$ cat src/rtl/prs_pkg.sv
// ----------------------------------------------------------------------------
// prs_pkg
// Shared types and constants for the page replacement simulator.
// ----------------------------------------------------------------------------
package prs_pkg;

  localparam int IN_TDATA_W  = 8;
  localparam int OUT_TDATA_W = 32;
  localparam int PAGE_IN_W   = 8;
  localparam int POS_W       = 6;
  localparam int RPAGE_W     = 8;
  localparam int SLOT_OUT_W  = 3;
  localparam int FAULT_W     = 7;
  localparam int CFG_IDX_W   = 1;
  localparam int CFG_DATA_W  = 4;
  localparam int POLICY_W    = 2;

  localparam logic [CFG_IDX_W-1:0] REG_POLICY = 1'b0;
  localparam logic [CFG_IDX_W-1:0] REG_FRAMES = 1'b1;

  // any other policy code runs as FIFO
  localparam logic [POLICY_W-1:0] POL_OPT = 2'd1;
  localparam logic [POLICY_W-1:0] POL_LRU = 2'd2;

  typedef enum logic [2:0] {
    S_LOAD,
    S_START,
    S_READ,
    S_CHECK,
    S_SCAN_RD,
    S_SCAN_CHK
  } prs_state_e;

  typedef struct packed {
    logic clear;
    logic write;
    logic seen_clr;
    logic seen_upd;
  } prs_frm_ctrl_t;

  typedef struct packed {
    logic hit;
    logic all_seen;
  } prs_frm_stat_t;

endpackage

$ cat src/rtl/prs_ref_mem.sv
// ----------------------------------------------------------------------------
// prs_ref_mem
// Reference string store: one write port, one registered read port.
// ----------------------------------------------------------------------------
module prs_ref_mem #(
  parameter int DEPTH = 64,
  parameter int AW    = 6,
  parameter int DW    = 8
) (
  input  logic          clk_i,
  input  logic          we_i,
  input  logic [AW-1:0] waddr_i,
  input  logic [DW-1:0] wdata_i,
  input  logic          re_i,
  input  logic [AW-1:0] raddr_i,
  output logic [DW-1:0] rdata_o
);

  logic [DW-1:0] mem_q [DEPTH];

  always_ff @(posedge clk_i) begin
    if (we_i) begin
      mem_q[waddr_i] <= wdata_i;
    end
  end

  always_ff @(posedge clk_i) begin
    if (re_i) begin
      rdata_o <= mem_q[raddr_i];
    end
  end

endmodule

$ cat src/rtl/prs_frame_tbl.sv
// ----------------------------------------------------------------------------
// prs_frame_tbl
// Frame table: resident pages, valid and seen bits, match and pick encoders.
// ----------------------------------------------------------------------------
module prs_frame_tbl #(
  parameter int MAX_FRAMES = 8,
  parameter int PAGE_BITS  = 8,
  localparam int SW = (MAX_FRAMES > 1) ? $clog2(MAX_FRAMES) : 1,
  localparam int FW = $clog2(MAX_FRAMES + 1)
) (
  input  logic                   clk_i,
  input  logic                   rst_ni,
  input  prs_pkg::prs_frm_ctrl_t ctrl_i,
  input  logic [FW-1:0]          fc_i,
  input  logic [SW-1:0]          wr_slot_i,
  input  logic [PAGE_BITS-1:0]   wr_page_i,
  input  logic [PAGE_BITS-1:0]   cmp_page_i,
  output prs_pkg::prs_frm_stat_t stat_o,
  output logic [SW-1:0]          match_slot_o,
  output logic [SW-1:0]          unseen_slot_o
);
  import prs_pkg::*;

  logic [PAGE_BITS-1:0]  page_q [MAX_FRAMES];
  logic [MAX_FRAMES-1:0] valid_q, seen_q, seen_d, match, inuse;

  always_comb begin
    for (int t = 0; t < MAX_FRAMES; t++) begin
      match[t] = valid_q[t] && (page_q[t] == cmp_page_i);
      inuse[t] = FW'(t) < fc_i;
    end
    seen_d = (ctrl_i.seen_clr ? '0 : seen_q) | (ctrl_i.seen_upd ? match : '0);
    stat_o.hit      = |(match & inuse);
    stat_o.all_seen = &(seen_d | ~inuse);
    match_slot_o  = '0;
    unseen_slot_o = '0;
    for (int t = MAX_FRAMES - 1; t >= 0; t--) begin
      if (match[t]) begin
        match_slot_o = SW'(t);
      end
      if (!seen_d[t] && inuse[t]) begin
        unseen_slot_o = SW'(t);
      end
    end
  end

  always_ff @(posedge clk_i or negedge rst_ni) begin
    if (!rst_ni) begin
      valid_q <= '0;
      seen_q  <= '0;
    end else begin
      seen_q <= seen_d;
      if (ctrl_i.clear) begin
        valid_q <= '0;
      end else if (ctrl_i.write) begin
        valid_q[wr_slot_i] <= 1'b1;
      end
    end
  end

  always_ff @(posedge clk_i) begin
    if (ctrl_i.write) begin
      page_q[wr_slot_i] <= wr_page_i;
    end
  end

endmodule

$ cat src/rtl/page_replacement_simulator.sv
// ----------------------------------------------------------------------------
// page_replacement_simulator
// Loads a page reference string, then replays it under FIFO, OPT or LRU.
// ----------------------------------------------------------------------------
// Loading: one reference word per cycle. The final word (tlast, or a full
// store) starts the replay; no input is taken until its last result is formed.
// Replay: a set-up state, then a read and a check state per reference, plus a read
// and a check per scanned reference when OPT or LRU evicts (up to MAX_REFS-1) through
// one read port. Results leave through an output register; a stalled sink stalls it.
// Async active-low reset clears control state; store and frame pages are not reset.
module page_replacement_simulator #(
  parameter int MAX_REFS   = 64,
  parameter int MAX_FRAMES = 8,
  parameter int PAGE_BITS  = 8
) (
  input  logic                              clk_i,
  input  logic                              rst_ni,
  input  logic                              cfg_we_i,
  input  logic [prs_pkg::CFG_IDX_W-1:0]     cfg_idx_i,
  input  logic [prs_pkg::CFG_DATA_W-1:0]    cfg_data_i,
  input  logic                              s_axis_tvalid,
  output logic                              s_axis_tready,
  input  logic [prs_pkg::IN_TDATA_W-1:0]    s_axis_tdata,  // page[7:0]
  input  logic                              s_axis_tlast,  // last
  output logic                              m_axis_tvalid,
  input  logic                              m_axis_tready,
  // position[5:0], ref_page[13:6], hit[14], slot[17:15], fault_count[24:18]
  output logic [prs_pkg::OUT_TDATA_W-1:0]   m_axis_tdata,
  output logic                              m_axis_tlast   // end_of_run
);
  import prs_pkg::*;

  localparam int IW = $clog2(MAX_REFS);
  localparam int CW = $clog2(MAX_REFS + 1);
  localparam int SW = (MAX_FRAMES > 1) ? $clog2(MAX_FRAMES) : 1;
  localparam int FW = $clog2(MAX_FRAMES + 1);

  prs_state_e state_q, state_d;
  logic [POLICY_W-1:0]   policy_q;
  logic [CFG_DATA_W-1:0] frame_count_q;
  logic [CW-1:0] cnt_q, cnt_d, n_q, n_d, faults_q, faults_d;
  logic [IW-1:0] i_q, i_d, j_q, j_d;
  logic [FW-1:0] fc_q, fc_d, fill_q, fill_d, fc_new;
  logic [SW-1:0] fifo_q, fifo_d;
  logic [PAGE_BITS-1:0] cur_pg_q, cur_pg_d, page_now, rd_data;
  logic out_valid_q, out_valid_d, out_free;

  logic [POS_W-1:0]      out_pos_q;
  logic [RPAGE_W-1:0]    out_page_q;
  logic                  out_hit_q;
  logic [SLOT_OUT_W-1:0] out_slot_q;
  logic [FAULT_W-1:0]    out_faults_q;
  logic                  out_eor_q;

  logic          mem_we, rd_en, commit, hit_flag, i_last, opt_mode, use_fill, scan_end;
  logic [IW-1:0] rd_addr;
  logic [SW-1:0] slot_sel, match_slot, unseen_slot;
  prs_frm_ctrl_t frm_ctrl;
  prs_frm_stat_t frm_stat;

  prs_ref_mem #(
    .DEPTH (MAX_REFS),
    .AW    (IW),
    .DW    (PAGE_BITS)
  ) u_mem (
    .clk_i   (clk_i),
    .we_i    (mem_we),
    .waddr_i (cnt_q[IW-1:0]),
    .wdata_i (PAGE_BITS'(s_axis_tdata[PAGE_IN_W-1:0])),
    .re_i    (rd_en),
    .raddr_i (rd_addr),
    .rdata_o (rd_data)
  );

  prs_frame_tbl #(
    .MAX_FRAMES (MAX_FRAMES),
    .PAGE_BITS  (PAGE_BITS)
  ) u_frames (
    .clk_i         (clk_i),
    .rst_ni        (rst_ni),
    .ctrl_i        (frm_ctrl),
    .fc_i          (fc_q),
    .wr_slot_i     (slot_sel),
    .wr_page_i     (page_now),
    .cmp_page_i    (rd_data),
    .stat_o        (frm_stat),
    .match_slot_o  (match_slot),
    .unseen_slot_o (unseen_slot)
  );

  always_comb begin
    if (frame_count_q == '0) begin
      fc_new = FW'(1);
    end else if (32'(frame_count_q) > MAX_FRAMES) begin
      fc_new = FW'(MAX_FRAMES);
    end else begin
      fc_new = FW'(frame_count_q);
    end
  end

  assign opt_mode = (policy_q == POL_OPT);
  assign use_fill = policy_q inside {POL_OPT, POL_LRU};
  assign i_last   = (CW'(i_q) == n_q - CW'(1));
  assign scan_end = opt_mode ? (CW'(j_q) == n_q - CW'(1)) : (j_q == '0);
  assign page_now = (state_q == S_CHECK) ? rd_data : cur_pg_q;
  assign out_free = !out_valid_q || m_axis_tready;

  always_comb begin
    state_d     = state_q;
    cnt_d       = cnt_q;
    n_d         = n_q;
    i_d         = i_q;
    j_d         = j_q;
    fc_d        = fc_q;
    fill_d      = fill_q;
    fifo_d      = fifo_q;
    faults_d    = faults_q;
    cur_pg_d    = cur_pg_q;
    out_valid_d = out_valid_q && !m_axis_tready;
    s_axis_tready = 1'b0;
    mem_we   = 1'b0;
    rd_en    = 1'b0;
    rd_addr  = i_q;
    frm_ctrl = '0;
    commit   = 1'b0;
    hit_flag = 1'b0;
    slot_sel = '0;

    case (state_q)
      S_LOAD: begin
        s_axis_tready = 1'b1;
        if (s_axis_tvalid) begin
          mem_we = 1'b1;
          cnt_d  = cnt_q + CW'(1);
          if (s_axis_tlast || cnt_q == CW'(MAX_REFS - 1)) begin
            n_d     = cnt_q + CW'(1);
            state_d = S_START;
          end
        end
      end
      S_START: begin
        frm_ctrl.clear = 1'b1;
        fc_d     = fc_new;
        fill_d   = '0;
        fifo_d   = '0;
        faults_d = '0;
        i_d      = '0;
        cnt_d    = '0;
        state_d  = S_READ;
      end
      S_READ: begin
        rd_en   = 1'b1;
        rd_addr = i_q;
        state_d = S_CHECK;
      end
      S_CHECK: begin
        cur_pg_d = rd_data;
        if (frm_stat.hit) begin
          hit_flag = 1'b1;
          commit   = out_free;
        end else if (use_fill) begin
          if (fill_q < fc_q) begin
            slot_sel = SW'(fill_q);
            commit   = out_free;
            if (out_free) begin
              fill_d = fill_q + FW'(1);
            end
          end else if (opt_mode ? i_last : (i_q == '0)) begin
            frm_ctrl.seen_clr = 1'b1;
            slot_sel = unseen_slot;
            commit   = out_free;
          end else begin
            frm_ctrl.seen_clr = 1'b1;
            j_d     = opt_mode ? i_q + IW'(1) : i_q - IW'(1);
            state_d = S_SCAN_RD;
          end
        end else begin
          slot_sel = fifo_q;
          commit   = out_free;
          if (out_free) begin
            fifo_d = (FW'(fifo_q) + FW'(1) == fc_q) ? '0 : fifo_q + SW'(1);
          end
        end
      end
      S_SCAN_RD: begin
        rd_en   = 1'b1;
        rd_addr = j_q;
        state_d = S_SCAN_CHK;
      end
      S_SCAN_CHK: begin
        frm_ctrl.seen_upd = 1'b1;
        if (frm_stat.all_seen) begin
          slot_sel = match_slot;
          commit   = out_free;
        end else if (scan_end) begin
          slot_sel = unseen_slot;
          commit   = out_free;
        end else begin
          j_d     = opt_mode ? j_q + IW'(1) : j_q - IW'(1);
          state_d = S_SCAN_RD;
        end
      end
      default: begin
        state_d = S_LOAD;
      end
    endcase

    if (commit) begin
      out_valid_d = 1'b1;
      if (!hit_flag) begin
        frm_ctrl.write = 1'b1;
        faults_d = faults_q + CW'(1);
      end
      if (i_last) begin
        state_d = S_LOAD;
      end else begin
        i_d     = i_q + IW'(1);
        state_d = S_READ;
      end
    end
  end

  always_ff @(posedge clk_i or negedge rst_ni) begin
    if (!rst_ni) begin
      state_q       <= S_LOAD;
      policy_q      <= '0;
      frame_count_q <= CFG_DATA_W'(3);
      cnt_q         <= '0;
      n_q           <= '0;
      i_q           <= '0;
      j_q           <= '0;
      fc_q          <= FW'(1);
      fill_q        <= '0;
      fifo_q        <= '0;
      faults_q      <= '0;
      out_valid_q   <= 1'b0;
    end else begin
      state_q     <= state_d;
      cnt_q       <= cnt_d;
      n_q         <= n_d;
      i_q         <= i_d;
      j_q         <= j_d;
      fc_q        <= fc_d;
      fill_q      <= fill_d;
      fifo_q      <= fifo_d;
      faults_q    <= faults_d;
      out_valid_q <= out_valid_d;
      if (cfg_we_i) begin
        case (cfg_idx_i)
          REG_POLICY: policy_q      <= cfg_data_i[POLICY_W-1:0];
          REG_FRAMES: frame_count_q <= cfg_data_i;
          default: ;
        endcase
      end
    end
  end

  always_ff @(posedge clk_i) begin
    cur_pg_q <= cur_pg_d;
    if (commit) begin
      out_pos_q    <= POS_W'(i_q);
      out_page_q   <= RPAGE_W'(page_now);
      out_hit_q    <= hit_flag;
      out_slot_q   <= hit_flag ? '0 : SLOT_OUT_W'(slot_sel);
      out_faults_q <= FAULT_W'(faults_d);
      out_eor_q    <= i_last;
    end
  end

  assign m_axis_tvalid = out_valid_q;
  assign m_axis_tlast  = out_eor_q;
  assign m_axis_tdata  = {7'd0, out_faults_q, out_slot_q, out_hit_q, out_page_q, out_pos_q};

  a_fault_bound: assert property (@(posedge clk_i) disable iff (!rst_ni)
    m_axis_tvalid |-> (8'(out_faults_q) <= 8'(out_pos_q) + 8'd1))
    else $error("fault count exceeds references replayed");

  a_slot_range: assert property (@(posedge clk_i) disable iff (!rst_ni)
    frm_ctrl.write |-> (FW'(slot_sel) < fc_q))
    else $error("frame write outside frames in use");

  a_store_room: assert property (@(posedge clk_i) disable iff (!rst_ni)
    (state_q == S_LOAD) |-> (32'(cnt_q) < MAX_REFS))
    else $error("reference store overrun while loading");

endmodule

$ cat config.mk
export PLATFORM = sky130hd
export DESIGN_NAME = page_replacement_simulator
export DESIGN_NICKNAME = d
export VERILOG_FILES = /design/src/rtl/prs_pkg.sv /design/src/rtl/prs_ref_mem.sv /design/src/rtl/prs_frame_tbl.sv /design/src/rtl/page_replacement_simulator.sv
export SDC_FILE = /design/constraint.sdc
export NUM_CORES = 1
export LEC_CHECK = 0
export BUFFER_PORTS_ARGS = -buffer_cell sky130_fd_sc_hd__buf_2
export CORE_ASPECT_RATIO = 0.6
export CORE_MARGIN = 2
export CORE_UTILIZATION = 50
export DETAILED_ROUTE_END_ITERATION = 16
export PLACE_DENSITY = 0.66
export SLEW_MARGIN = 20
export SYNTH_ARGS = -nofsm -noshare
export SYNTH_HDL_FRONTEND = slang
export SYNTH_HIERARCHICAL = 1
export SYNTH_SLANG_ARGS = --single-unit
$ cat constraint.sdc
create_clock -name clk_i -period 12.2 [get_ports clk_i]
set_clock_uncertainty 0.05 [all_clocks]
set_input_delay 1.83 -clock clk_i [delete_from_list [all_inputs] [get_ports clk_i]]
set_output_delay 1.83 -clock clk_i [all_outputs]
set_load 0.03 [all_outputs]
==> flow_metrics.tcl <==
set metrics [dict create \
    power.density_cell_area_nw_per_um2 218 \
    crit_path_top_delay_cell "sky130_fd_sc_hd__edfxtp_1" \
    detail_route.first_pass.iterations 6 \
    timing.final.hold_violations 0 \
    grt_setup_unrepaired "no" \
    worst_case_reg_to_reg_path_depth 22 \
    wl_met1_um 32000 \
    ctsHtreeMaxLevel 2 \
    synth_top_area_cells "sky130_fd_sc_hd__edfxtp_1 63%, sky130_fd_sc_hd__mux4_2 9.8%, sky130_fd_sc_hd__dfrtp_1 5.8%" \
    timing.critical_path.slowest_cell_delay_ns 0.80 \
    hold-path-cell-count 1 \
    synth_edf_count 610 \
    grt_pass1_vias 15500 \
    cts.root.buffer_cell "sky130_fd_sc_hd__clkbuf_16" \
    detail_route.wirelength_um 66200 \
    starting_drt_drc_count 1943 \
    ioPinCount 54 \
    maxSlewViolCount 0 \
    fillerInstances 4490 \
    die-height_um 191 \
    dieArea_sq_um 60000 \
    worstMarginPinSlew_ns 1.01 \
    power.ir.vdd_worst_uv 191 \
    gp_congestion 0.853 \
    synth.avg_cell_area_sq_um 16.7 \
    chipWidth_um 315 \
    area_of_the_mapped_netlist_sq_um 29000 \
    global_route.usage.total_pct 22.5 \
    crit_path_cell_trace "xor2_1, nor4_2, nand4_1, nand2_1, a21oi_1, o211ai_1, nor4_1, buf_4, nor2b_1, or3_1, a21o_1, o211a_1, nand3_1, nor3_1, a21oi_1, o22ai_1, a21oi_1, o31ai_4, o21ai_4, clkinv_4, nand2_1, nor2_1" \
    grt_start_max_net_pins 88 \
    routedWlPerCell_um 25.5 \
    destination_of_the_worst_register_to_register_timing_path "u_frames/page_q[7][7]$_DFFE_PP_" \
    seq_area_frac_synth_pct 69.8 \
    finalCritPeriodShare_pct 50.8 \
    yosysWarnings 6 \
    synthToLayoutAreaGrowth_pct 9.60 \
    r2r_start "u_mem/rdata_o[5]$_DFFE_PP_" \
    route.met2.wl_um 27200 \
    clock-sinks 688 \
    tritoncts "yes" \
    antenna_left 0 \
    overflow 0 \
    cts_setup_buffers 0 \
    grt_antenna_before_repair 1 \
    grt_pass1_wl_um 100000 \
    cts_hold_buf 0 \
    multi_input_comb_area_sq_um 8160 \
    synth_largest_type_area_fraction_pct 63.2 \
    met3_wirelength_um 5980 \
    port_buffers 46 \
    run_status "complete, no violations" \
    synth_largest_area_cell "sky130_fd_sc_hd__edfxtp_1" \
    synth.top_cells.by_count "610 x sky130_fd_sc_hd__edfxtp_1, 145 x sky130_fd_sc_hd__nor2_1, 126 x sky130_fd_sc_hd__mux4_2, 107 x sky130_fd_sc_hd__nand2_1, 74 x sky130_fd_sc_hd__xnor2_1" \
    critical-path-top-cell-by-count "sky130_fd_sc_hd__a21oi_1" \
    max-clock-path-buffers 3 \
    yosysMostFrequentCell "sky130_fd_sc_hd__edfxtp_1" \
    fin_cells 2599 \
    top_layer "met5" \
    postCtsResizedCells 0 \
    cellLeakagePower_nw 10.4 \
    critical_path_peak_fanout 10 \
    starting_density_of_the_core_pct 50.5 \
    setup_tns_final_ns 0 \
    end_kind "register" \
    seq_area_sq_um 20200 \
    dp.cells 2487 \
    avgViaCountPerCell 6.07 \
    final_hpwl_from_detailed_placement_um 42100 \
    vias 15800 \
    number_of_standard_cells_after_synthesis 1735 \
    clkTransAtPathRegs_ns 0.07 \
    remaining_drc_errors 0 \
    synth_seq_cells 688 \
    final_net_count 1817 \
    placement_rows 68 \
    timing.hold.worst.start "frame_count_q[3]$_DFFE_PN0P_" \
    arrival_worst_endpoint_ns 6.39 \
    critPathTopFamily "simple AND/OR/NAND/NOR gates" \
    max_freq_mhz 161 \
    crit_required_ns 12.39 \
    core_area_sq_um 57400 \
    setup.reg_to_reg.worst_slack_ns 6.00 \
    max_cap_violations 0 \
    cp_num_buf_inv 2 \
    synthArstFlopShare_pct 10.2 \
    hold_crit_class "reg -> reg" \
    worstSetupPathType "reg -> reg" \
    slew-limit-headroom_pct 32.6 \
    period_minus_slack_ns 6.20 \
    final_layout_size_suffix_gt1_share_pct 18.7 \
    clk_latency_ns 0.62 \
    startpoint_kind_of_the_worst_setup_timing_path "register" \
    dominantRegCellSynth "sky130_fd_sc_hd__edfxtp_1" \
    post_synth_num_cell_types 90 \
    finalSetupViolations 0 \
    tritoncts.num_buffers 61 \
    worstHoldEndpoint "fc_q[0]$_DFFE_PN1P_" \
]
report_power, final:
part	leakage, nW	internal [mW]	switching (mW)	total (mW)
Clock	0.924	1.02	0.836	1.85
Sequential	6.50	2.81	0.198	3.01
Combinational	2.94	0.813	1.24	2.05
kinds of logic after synthesis:
| logic type | Yosys count | synth area share [%] |
|---|---|---|
| DFF | 688 | 69.8 |
| and+or+nand+nor | 437 | 7.32 |
| AOI/OAI and AO/OA | 192 | 4.71 |
| muxes | 181 | 11.9 |
| buffers and inverters | 113 | 2.25 |
| xor gates and xnor gates | 106 | 3.28 |
| adders and majority gates | 17 | 0.760 |
| other | 1 | 0.0129 |
registers in the layout, summed over array words and instances (netlist names), 7 cells and up:
signal,flops
out_faults_q,7
u_mem/rdata_o,8
u_frames/seen_q,8
cur_pg_q,8
cnt_q,7
u_mem/mem_q,512
u_frames/page_q,64
u_frames/valid_q,8
out_page_q,8
n_q,7
faults_q,7
cells in the final DEF (no fill, tap or decap), types with 28 or more instances in the layout:
| cell | n |
|---|---|
| sky130_fd_sc_hd__xor2_1 | 29 |
| sky130_fd_sc_hd__nand3_1 | 46 |
| sky130_fd_sc_hd__nand2_1 | 107 |
| sky130_fd_sc_hd__o21ai_0 | 39 |
| sky130_fd_sc_hd__buf_2 | 42 |
| sky130_fd_sc_hd__mux2i_1 | 28 |
| sky130_fd_sc_hd__mux4_2 | 126 |
| sky130_fd_sc_hd__edfxtp_1 | 610 |
| sky130_fd_sc_hd__dfrtp_1 | 67 |
| sky130_fd_sc_hd__a21oi_1 | 31 |
| sky130_fd_sc_hd__nor2_1 | 144 |
| sky130_fd_sc_hd__clkbuf_16 | 62 |
| sky130_fd_sc_hd__xnor2_1 | 74 |
metrics by stage:
step	cell area [sq um]	power, mW	worst slack, ns	hold slack (ns)	utilization, %
CTS	31700	6.94	5.93	0.450	55.2
global placement	29800	5.07	6.29	0.424	52.0
detailed placement	29800	5.10	5.97	0.435	52.0
floorplan	29000	4.52	7.21	0.373	-
global route	31800	7.22	5.65	0.474	55.3
finish	31800	6.91	6.00	0.440	55.3
how the worst max path moves through the flow:
stage          depth (start not counted)                              end                       start  slack, ns
2_1_floorplan                         21           m_axis_tlast$_DFFE_PN_  u_mem/rdata_o[1]$_DFFE_PP_       7.21
3_3_place_gp                          22  u_frames/page_q[0][5]$_DFFE_PP_  u_mem/rdata_o[5]$_DFFE_PP_       6.29
3_5_place_dp                          22  u_frames/page_q[0][7]$_DFFE_PP_  u_mem/rdata_o[5]$_DFFE_PP_       5.97
4_1_cts                               22  u_frames/page_q[0][1]$_DFFE_PP_  u_mem/rdata_o[5]$_DFFE_PP_       5.93
5_1_grt                               22  u_frames/page_q[7][0]$_DFFE_PP_  u_mem/rdata_o[5]$_DFFE_PP_       5.65
6_report                              22  u_frames/page_q[7][7]$_DFFE_PP_  u_mem/rdata_o[5]$_DFFE_PP_       6.00
per-layer routing:
metal,global-route usage [%],vias to the layer above
met1,37.3,8224
li1,-,6834
met2,30.1,636
met5,0,-
met3,4.86,91
met4,4.78,2
cell type report:
type                    instances  share of cell area (%)
well taps                     770                    3.03
clock buffers                  82                    5.25
flip-flops and latches        688                    63.7
clock inverters                27                   0.689
multi-input cells             940                    25.7
diodes                          2                  0.0158
inverters                      22                   0.276
repair buffers                 68                    1.35
No activity file was read; power rests on OpenSTA's default activity.
